--- src/skw_pkg.sv ---
`timescale 1ns / 1ps

package skw_pkg;

    localparam int HISTORY_BYTES = 15;
    localparam int HIST_IDX_W    = $clog2(HISTORY_BYTES);
    localparam int KW_COUNT      = 13;
    localparam int KW_MAX        = 15;
    localparam int WIN_W         = 12;

    typedef logic [7:0] byte_t;
    typedef logic [3:0] kw_len_t;
    typedef logic [WIN_W-1:0] win_t;
    typedef logic [HISTORY_BYTES-1:0][7:0] hist_t;

    typedef struct packed {
        logic kw_hit;
        logic lei_tail;
        logic yu_tail;
    } match_t;

    localparam win_t  WINDOW_RESET = win_t'(100);
    localparam win_t  CNT_MAX      = '1;
    localparam byte_t UPPER_A      = 8'h41;
    localparam byte_t UPPER_Z      = 8'h5A;
    localparam byte_t CASE_OFFSET  = 8'h20;
    localparam byte_t END_BYTE     = 8'h00;

    localparam logic [23:0] LEI_SEQ = 24'hE99BB7;
    localparam logic [23:0] YU_SEQ  = 24'hE99BA8;

    localparam kw_len_t KW_LEN [KW_COUNT] = '{
        4'd7, 4'd9, 4'd5, 4'd10, 4'd6, 4'd6, 4'd6, 4'd6, 4'd6, 4'd6, 4'd9, 4'd15, 4'd6
    };

    // Oldest byte first, zero padded.
    localparam byte_t KW_BYTES [KW_COUNT][KW_MAX] = '{
        '{8'h74, 8'h68, 8'h75, 8'h6E, 8'h64, 8'h65, 8'h72, 8'h00,
          8'h00, 8'h00, 8'h00, 8'h00, 8'h00, 8'h00, 8'h00},
        '{8'h6C, 8'h69, 8'h67, 8'h68, 8'h74, 8'h6E, 8'h69, 8'h6E,
          8'h67, 8'h00, 8'h00, 8'h00, 8'h00, 8'h00, 8'h00},
        '{8'h73, 8'h74, 8'h6F, 8'h72, 8'h6D, 8'h00, 8'h00, 8'h00,
          8'h00, 8'h00, 8'h00, 8'h00, 8'h00, 8'h00, 8'h00},
        '{8'h68, 8'h65, 8'h61, 8'h76, 8'h79, 8'h20, 8'h72, 8'h61,
          8'h69, 8'h6E, 8'h00, 8'h00, 8'h00, 8'h00, 8'h00},
        '{8'hE9, 8'h9B, 8'hB7, 8'hE9, 8'h9B, 8'hA8, 8'h00, 8'h00,
          8'h00, 8'h00, 8'h00, 8'h00, 8'h00, 8'h00, 8'h00},
        '{8'hE9, 8'h9B, 8'hB7, 8'hE6, 8'h9A, 8'hB4, 8'h00, 8'h00,
          8'h00, 8'h00, 8'h00, 8'h00, 8'h00, 8'h00, 8'h00},
        '{8'hE6, 8'h9A, 8'hB4, 8'hE9, 8'h9B, 8'hA8, 8'h00, 8'h00,
          8'h00, 8'h00, 8'h00, 8'h00, 8'h00, 8'h00, 8'h00},
        '{8'hE9, 8'h97, 8'hAA, 8'hE7, 8'h94, 8'hB5, 8'h00, 8'h00,
          8'h00, 8'h00, 8'h00, 8'h00, 8'h00, 8'h00, 8'h00},
        '{8'hE9, 8'h9B, 8'hB7, 8'hE7, 8'h94, 8'hB5, 8'h00, 8'h00,
          8'h00, 8'h00, 8'h00, 8'h00, 8'h00, 8'h00, 8'h00},
        '{8'hE6, 8'h89, 8'h93, 8'hE9, 8'h9B, 8'hB7, 8'h00, 8'h00,
          8'h00, 8'h00, 8'h00, 8'h00, 8'h00, 8'h00, 8'h00},
        '{8'hE9, 8'h9B, 8'hB7, 8'hE9, 8'h98, 8'hB5, 8'hE9, 8'h9B,
          8'hA8, 8'h00, 8'h00, 8'h00, 8'h00, 8'h00, 8'h00},
        '{8'hE5, 8'hBC, 8'hBA, 8'hE5, 8'hAF, 8'hB9, 8'hE6, 8'hB5,
          8'h81, 8'hE5, 8'hA4, 8'hA9, 8'hE6, 8'hB0, 8'h94},
        '{8'hE9, 8'h9B, 8'hB7, 8'hE5, 8'h87, 8'hBB, 8'h00, 8'h00,
          8'h00, 8'h00, 8'h00, 8'h00, 8'h00, 8'h00, 8'h00}
    };

endpackage

--- src/skw_if.sv ---
`timescale 1ns / 1ps

interface skw_in_if;
    logic       valid;
    logic       ready;
    logic [7:0] text_byte;
    logic       last_byte;

    modport source (output valid, output text_byte, output last_byte, input ready);
    modport sink   (input valid, input text_byte, input last_byte, output ready);
endinterface

interface skw_out_if;
    logic valid;
    logic ready;
    logic storm_detected;

    modport source (output valid, output storm_detected, input ready);
    modport sink   (input valid, input storm_detected, output ready);
endinterface

--- src/skw_cell.sv ---
`timescale 1ns / 1ps

module skw_cell (
    input  logic          clk,
    input  logic          rst_n,
    input  logic          shift_en,
    input  logic          clear,
    input  skw_pkg::byte_t din,
    output skw_pkg::byte_t dout
);
    import skw_pkg::*;

    byte_t data_reg;
    byte_t data_next;

    always_comb
    begin
        data_next = data_reg;
        if (clear)
        begin
            data_next = '0;
        end
        else if (shift_en)
        begin
            data_next = din;
        end
    end

    always_ff @(posedge clk or negedge rst_n)
    begin
        if (!rst_n)
        begin
            data_reg <= '0;
        end
        else
        begin
            data_reg <= data_next;
        end
    end

    assign dout = data_reg;
endmodule

--- src/skw_match.sv ---
`timescale 1ns / 1ps

// hist[0] is the newest byte.
module skw_match (
    input  skw_pkg::hist_t  hist,
    output skw_pkg::match_t result
);
    import skw_pkg::*;

    logic [KW_COUNT-1:0] kw_match;

    always_comb
    begin
        int age;
        for (int k = 0; k < KW_COUNT; k++)
        begin
            kw_match[k] = (int'(KW_LEN[k]) <= HISTORY_BYTES);
            for (int i = 0; i < KW_MAX; i++)
            begin
                age = int'(KW_LEN[k]) - 1 - i;
                if (i < int'(KW_LEN[k]))
                begin
                    if (hist[age[HIST_IDX_W-1:0]] != KW_BYTES[k][i])
                    begin
                        kw_match[k] = 1'b0;
                    end
                end
            end
        end
    end

    assign result.kw_hit   = |kw_match;
    assign result.lei_tail = ({hist[2], hist[1], hist[0]} == LEI_SEQ);
    assign result.yu_tail  = ({hist[2], hist[1], hist[0]} == YU_SEQ);
endmodule

--- src/storm_keyword_spotter.sv ---
// Throughput: one text byte per cycle; input stalls only while a result is held unaccepted.
// Latency: the flag is valid in the cycle after the last byte is accepted.
// The history is a row of byte cells; the incoming byte and the history are compared against the keywords at once.
// Reset: history, flags (but the held output flag) and counter cleared, window_reg set to 100.
// The same text state is cleared again after each last byte.
`timescale 1ns / 1ps

module storm_keyword_spotter (
    input  logic             clk,
    input  logic             rst_n,
    input  logic             cfg_wr_en,
    input  skw_pkg::win_t    cfg_wr_data,
    skw_in_if.sink           text_in,
    skw_out_if.source        flag_out
);
    import skw_pkg::*;

    hist_t  hist;
    hist_t  new_hist;
    match_t match;
    byte_t  folded;

    win_t   window_reg;
    win_t   window_next;
    win_t   cnt_reg;
    win_t   cnt_next;
    win_t   cnt_inc;
    logic   hit_reg, hit_next;
    logic   lei_reg, lei_next;
    logic   rain_reg, rain_next;
    logic   ended_reg, ended_next;
    logic   out_valid_reg, out_valid_next;
    logic   out_flag_reg, out_flag_next;

    logic   accept;
    logic   take;
    logic   finish;
    logic   prox_hit;

    assign text_in.ready = !out_valid_reg || flag_out.ready;
    assign accept        = text_in.valid && text_in.ready;
    assign take          = accept && !ended_reg && (text_in.text_byte != END_BYTE);
    assign finish        = accept && text_in.last_byte;

    assign folded = (text_in.text_byte >= UPPER_A && text_in.text_byte <= UPPER_Z)
                  ? text_in.text_byte + CASE_OFFSET : text_in.text_byte;

    always_comb
    begin
        new_hist[0] = folded;
        for (int i = 1; i < HISTORY_BYTES; i++)
        begin
            new_hist[i] = hist[i-1];
        end
    end

    genvar g;
    generate
        for (g = 0; g < HISTORY_BYTES; g++)
        begin : g_cell
            skw_cell u_cell (
                .clk      (clk),
                .rst_n    (rst_n),
                .shift_en (take),
                .clear    (finish),
                .din      (new_hist[g]),
                .dout     (hist[g])
            );
        end
    endgenerate

    skw_match u_match (
        .hist   (new_hist),
        .result (match)
    );

    assign cnt_inc  = (cnt_reg == CNT_MAX) ? cnt_reg : cnt_reg + win_t'(1);
    assign prox_hit = lei_reg && !rain_reg && match.yu_tail && (cnt_inc < window_reg);

    always_comb
    begin
        window_next    = cfg_wr_en ? cfg_wr_data : window_reg;
        cnt_next       = cnt_reg;
        hit_next       = hit_reg;
        lei_next       = lei_reg;
        rain_next      = rain_reg;
        ended_next     = ended_reg;
        out_flag_next  = out_flag_reg;
        out_valid_next = out_valid_reg && !flag_out.ready;

        if (accept && !ended_reg && (text_in.text_byte == END_BYTE))
        begin
            ended_next = 1'b1;
        end

        if (take)
        begin
            if (match.kw_hit || prox_hit)
            begin
                hit_next = 1'b1;
            end
            if (lei_reg)
            begin
                cnt_next = cnt_inc;
                if (!rain_reg && match.yu_tail)
                begin
                    rain_next = 1'b1;
                end
            end
            else if (match.lei_tail)
            begin
                lei_next = 1'b1;
                cnt_next = '0;
            end
        end

        if (finish)
        begin
            out_valid_next = 1'b1;
            out_flag_next  = hit_next;
            hit_next       = 1'b0;
            lei_next       = 1'b0;
            rain_next      = 1'b0;
            ended_next     = 1'b0;
            cnt_next       = '0;
        end
    end

    always_ff @(posedge clk or negedge rst_n)
    begin
        if (!rst_n)
        begin
            window_reg    <= WINDOW_RESET;
            cnt_reg       <= '0;
            hit_reg       <= 1'b0;
            lei_reg       <= 1'b0;
            rain_reg      <= 1'b0;
            ended_reg     <= 1'b0;
            out_valid_reg <= 1'b0;
        end
        else
        begin
            window_reg    <= window_next;
            cnt_reg       <= cnt_next;
            hit_reg       <= hit_next;
            lei_reg       <= lei_next;
            rain_reg      <= rain_next;
            ended_reg     <= ended_next;
            out_valid_reg <= out_valid_next;
        end
    end

    always_ff @(posedge clk)
    begin
        out_flag_reg <= out_flag_next;
    end

    assign flag_out.valid          = out_valid_reg;
    assign flag_out.storm_detected = out_flag_reg;
endmodule

--- src/flat_wrapper.sv ---
// flat-port wrapper written by rule: the top's interface ports become plain ports
module storm_keyword_spotter_flat import skw_pkg::*;
  (clk, rst_n, cfg_wr_en, cfg_wr_data, text_in_valid, text_in_text_byte, text_in_last_byte, text_in_ready, flag_out_valid, flag_out_storm_detected, flag_out_ready);
  skw_in_if text_in_i ();
  skw_out_if flag_out_i ();
  input  logic clk;
  input  logic rst_n;
  input  logic cfg_wr_en;
  input  skw_pkg::win_t cfg_wr_data;
  input wire logic [$bits(text_in_i.valid)-1:0] text_in_valid;
  input wire logic [$bits(text_in_i.text_byte)-1:0] text_in_text_byte;
  input wire logic [$bits(text_in_i.last_byte)-1:0] text_in_last_byte;
  output wire logic [$bits(text_in_i.ready)-1:0] text_in_ready;
  output wire logic [$bits(flag_out_i.valid)-1:0] flag_out_valid;
  output wire logic [$bits(flag_out_i.storm_detected)-1:0] flag_out_storm_detected;
  input wire logic [$bits(flag_out_i.ready)-1:0] flag_out_ready;
  assign text_in_i.valid = text_in_valid;
  assign text_in_i.text_byte = text_in_text_byte;
  assign text_in_i.last_byte = text_in_last_byte;
  assign text_in_ready = text_in_i.ready;
  assign flag_out_valid = flag_out_i.valid;
  assign flag_out_storm_detected = flag_out_i.storm_detected;
  assign flag_out_i.ready = flag_out_ready;
  storm_keyword_spotter u_core (.clk(clk), .rst_n(rst_n), .cfg_wr_en(cfg_wr_en), .cfg_wr_data(cfg_wr_data), .text_in(text_in_i), .flag_out(flag_out_i));
endmodule
--- config.mk ---
export PLATFORM = sky130hd
export DESIGN_NAME = storm_keyword_spotter_flat
export DESIGN_NICKNAME = d
export VERILOG_FILES = /design/src/skw_pkg.sv /design/src/skw_if.sv /design/src/skw_cell.sv /design/src/skw_match.sv /design/src/storm_keyword_spotter.sv /design/src/flat_wrapper.sv
export SDC_FILE = /design/constraint.sdc
export NUM_CORES = 1
export LEC_CHECK = 0
export BUFFER_PORTS_ARGS = -buffer_cell sky130_fd_sc_hd__buf_2
export CAP_MARGIN = 20
export CORE_ASPECT_RATIO = 1.25
export CORE_MARGIN = 5
export CORE_UTILIZATION = 60
export CTS_CLUSTER_SIZE = 25
export DETAILED_ROUTE_END_ITERATION = 12
export GPL_TIMING_DRIVEN = 0
export PLACE_DENSITY = 0.86
export RECOVER_POWER = 50
export SYNTH_ARGS = -nofsm -noshare
export SYNTH_HDL_FRONTEND = slang
export SYNTH_SLANG_ARGS = --single-unit
--- constraint.sdc ---
create_clock -name clk -period 4 [get_ports clk]
set_input_delay 0.2 -clock clk [delete_from_list [all_inputs] [get_ports clk]]
set_output_delay 0.2 -clock clk [all_outputs]
set_load 0.02 [all_outputs]
==> impl_summary.txt <==
----------------------------------------------------
[CTS]
  Clock tree from TritonCTS ... yes
  Clock latency on the worst-skew pair ... 420 ps
  Clk pin slew, worst setup/hold paths ... ~60 ps
  CTS HTree Levels ... 4
  Root buffer selected by CTS ... sky130_fd_sc_hd__clkbuf_16
  TritonCTS sink count ... approximately 140
  Clock buffer depth ... 2
  Number of CTS-inserted buffers ... 17
  Setup repair bufs after CTS ... 0

[Layout]
  Flip-flop count of the largest register, all copies and words added ... around 110
  Final cell count without fillers ... about 1100
  Total inserted antenna cells ... 0
  Final layout net count ... about 950
  Filler instances ... 941
  Combined area of the multi-input logic cells ... 3461 µm²
  Reg area ... roughly 3600 µm²
  Ratio of cells with drive above 1 in the final layout ... 0.08621
  Post-synthesis to final-layout area growth ... 14.57%
  Area of all placed cells without fillers ... between 8000 and 9000 µm²

[Hold path]
  Worst Hold Launch ... cfg_wr_data[1]
  Tightest Hold Check Type ... in -> reg

[Logic synthesis]
  Flip-flop cell with the highest count after synthesis ... sky130_fd_sc_hd__dfrtp_1
  Flip-flop and latch count after synthesis ... between 100 and 150
  Number of warnings issued by yosys ... 0
  Cell area after technology mapping ... about 7300 µm²
  Most frequent cell after synthesis ... sky130_fd_sc_hd__nand2_1
  EDFF count, synth ... 1
  Mean instance size in the synthesized netlist ... 8.447 µm²
  Library cell with the largest summed area after synthesis ... sky130_fd_sc_hd__dfrtp_1
  Top cells by instance count after synthesis ... sky130_fd_sc_hd__nand2_1 (265), sky130_fd_sc_hd__dfrtp_1 (138), sky130_fd_sc_hd__a21oi_1 (131)
  Instance count of the mapped netlist ... 865
  Share of the synthesized area in the top cell type ... 0.4726
  Synth top area cells ... sky130_fd_sc_hd__dfrtp_1 (47%), sky130_fd_sc_hd__nand2_1 (14%), sky130_fd_sc_hd__a21oi_1 (9.0%)
  Async set or reset register ratio after synthesis ... 0.9930
  Seq/Total Area, Yosys ... 0.4875
  Synth Net Count ... about 900
  Unique masters post-synth ... 69

[STA]
  Max Fclk ... between 200 and 300 MHz
  Final Hold Slack ... 1.906 ps
  Slew headroom ... -0.9324
  Total negative slack for setup checks ... 0 ps
  Final Max Slew Viols ... 53
  Actual slew at the worst max-slew pin ... between 2000 and 3000 ps
  Final clock skew ... roughly 11 ps
  Unrepaired setup endpoints after global routing ... false
  Portion of the clock cycle consumed by the worst path in the final layout ... 0.9130
  Count of endpoints failing hold in the final timing report ... 0
  Final critical delay including setup and external delays ... around 3700 ps
  Endpoints failing setup ... 0

[Placed design]
  Port bufs ... 26
  Post-detailed-placement cell area ... 7676 µm²
  RD Place Congestion ... 0.9952
  Cells after DPL ... approximately 1100
  HPWL reported at the end of detailed placement ... approximately 14000 µm

[Routing]
  Total number of vias ... ~6800
  Iteration-0 DRC count of the detailed router ... 731
  Wire per inst ... 18.23 µm
  Post-detailed-route count of antenna-violating nets ... 0
  Routed WL ... approximately 20000 µm
  Number of search-and-repair iterations in the first detailed-routing pass ... 5
  DRC errors left ... 0
  Via count normalized by instance count ... around 6.2

[Floorplanning]
  Die Span X ... 108.7 µm
  Die area ... ~14000 µm²
  Starting density of the core ... 0.6064
  FP Rows ... 45
  Number of top-level design ports ... 29
  Std-Cell Core Area ... between 10000 and 15000 µm²
  Die Y ... approximately 130 µm

[Global routing]
  Wire length of the first global-routing pass ... between 30000 and 40000 µm
  Antenna violations before repair ... 0
  Overflow left after global routing ... 0
  Pin count of the biggest net entering global routing ... 90
  Global router's overall resource usage ... 0.2872
  Vias in the first global route ... roughly 6600

[Worst setup path]
  Startpoint Class ... register
  Largest stage delay, worst path ... between 300 and 400 ps
  R2r startpoint ... u_core.cnt_reg[3]$_DFFE_PN0P_
  Critical Path Fanout Max ... 8
  Worst reg2reg setup slack ... ~350 ps
  Data required time at the worst endpoint ... approximately 4200 ps
  Crit Path Class ... reg -> reg
  Cell repeated most along the worst path ... sky130_fd_sc_hd__nor2_1
  Dominant delay contributor by cell family on the critical path ... simple AND/OR/NAND/NOR gates
  Sum of buffers and inverters on the critical path ... 1
  Critical path endpoint category ... register
  CP cell instances ... clkbuf_1 > nand4_1 > nor2_2 > nand2_1 > nand2b_1 > nor2_1 > xor2_1 > ha_1 > nand3_1 > o221ai_1 > a211oi_1 > o21ai_1 > a31oi_1 > nor2_1 > o2111ai_2 > o21a_1
  Launching instance or port of the critical path ... u_core.cnt_reg[3]$_DFFE_PN0P_
  Slowest stage cell, crit path ... sky130_fd_sc_hd__dfrtp_1
  Worst Path Arrival ... 3820 ps

[Power and ir drop]
  Leakage ... 0.003461 µW
  Worst supply voltage drop on vdd ... roughly 0.27 mV
  Total power divided by cell area ... 440.2 nW/µm²

[Outcome]
  Run status ... finished, violations left
  Violations in the final reports ... capacitance limit, slew limit

[Run]
  # Max-Cap Violations ... 1

----------------------------------------------------
[layer usage]
metal  wire [µm]  GRT usage  vias up
met5           0          0        -
met4         948     0.1333        0
met3        1336    0.06059       98
met2        9983     0.4835      361
met1        7642     0.3503     3216
li1            -          -     3117
[layout by cell type, fill, tap and decap left out, drive strengths merged, types with 13 or more instances in the layout]
cell type  Yosys  layout
nand2        265     265
nor4          14      14
clkbuf        41      63
nor2          38      38
o21ai         19      19
inv           16      17
ha            13      13
nand3         32      32
buf            8      32
nand4         15      15
dfrtp        138     138
nand2b        14      14
a21oi        131     131
[power by group]
part / total (µW) / switching [µW] / internal (µW) / leakage, µW
clock network: 1770 / 623 / 1140 / 0.000320
logic: 326 / 221 / 105 / 0.00121
registers: 1590 / 89.8 / 1500 / 0.00193
[through the flow]
stage,worst slack [ps],total power (µW),utilization
finish,348.0,3685,0.6948
global route,35.28,3803,0.6948
detailed placement,361.7,1931,0.6371
floorplan,1089,1784,-
global placement,425.3,1917,0.6343
CTS,334.0,3680,0.6954
[cell families after synthesis]
| logic type | after synthesis | synth area share |
|---|---|---|
| AO/OA/AOI/OAI | 174 | 0.1312 |
| XOR/XNOR | 6 | 0.007193 |
| flip-flops | 142 | 0.4875 |
| buffers and inverters | 66 | 0.03921 |
| AND/OR/NAND/NOR | 460 | 0.3067 |
| multiplexers | 4 | 0.005993 |
| adder cells (fa/ha/maj) | 13 | 0.02226 |
[final cells by class]
cell class,count,area share
clock inverters,13,0.02511
multi-input cells,657,0.4134
flip-flops and latches,142,0.4255
repair buffers,31,0.02317
well taps,164,0.02451
plain buffers,49,0.02660
inverters,17,0.007622
clock buffers,19,0.05410
[tightest hold or removal path: cells and delay by family]
family	cells	cell delay (ps)
AND/OR/NAND/NOR	1	40
buffers and inverters	1	80
AO/OA/AOI/OAI	1	70
[path summary, 6_finish.rpt]
| path | to | depth (start not counted) |
|---|---|---|
| worst max-delay path | u_core.flag_out.storm_detected$_DFFE_PP_ | 16 |
| worst min-delay path | u_core.window_reg[1]$_DFFE_PN0P_ | 3 |
| min in group asynchronous | u_core.window_reg[9]$_DFFE_PN0P_ | 2 |
| worst min register to register | u_core.window_reg[2]$_DFFE_PN1P_ | 2 |
| max in group asynchronous | u_core.g_cell[11].u_cell.dout[0]$_DFFE_PN0P_ | 2 |
| worst max register to register | u_core.flag_out.storm_detected$_DFFE_PP_ | 16 |
[timing repair]
item	4_1_cts	5_1_grt
endpoints found under the setup margin	0	1
endpoints found under the hold margin	52	0
gates resized for setup	0	1
hold buffers	4	0
Note: power is estimated with default switching activity, not from simulation.
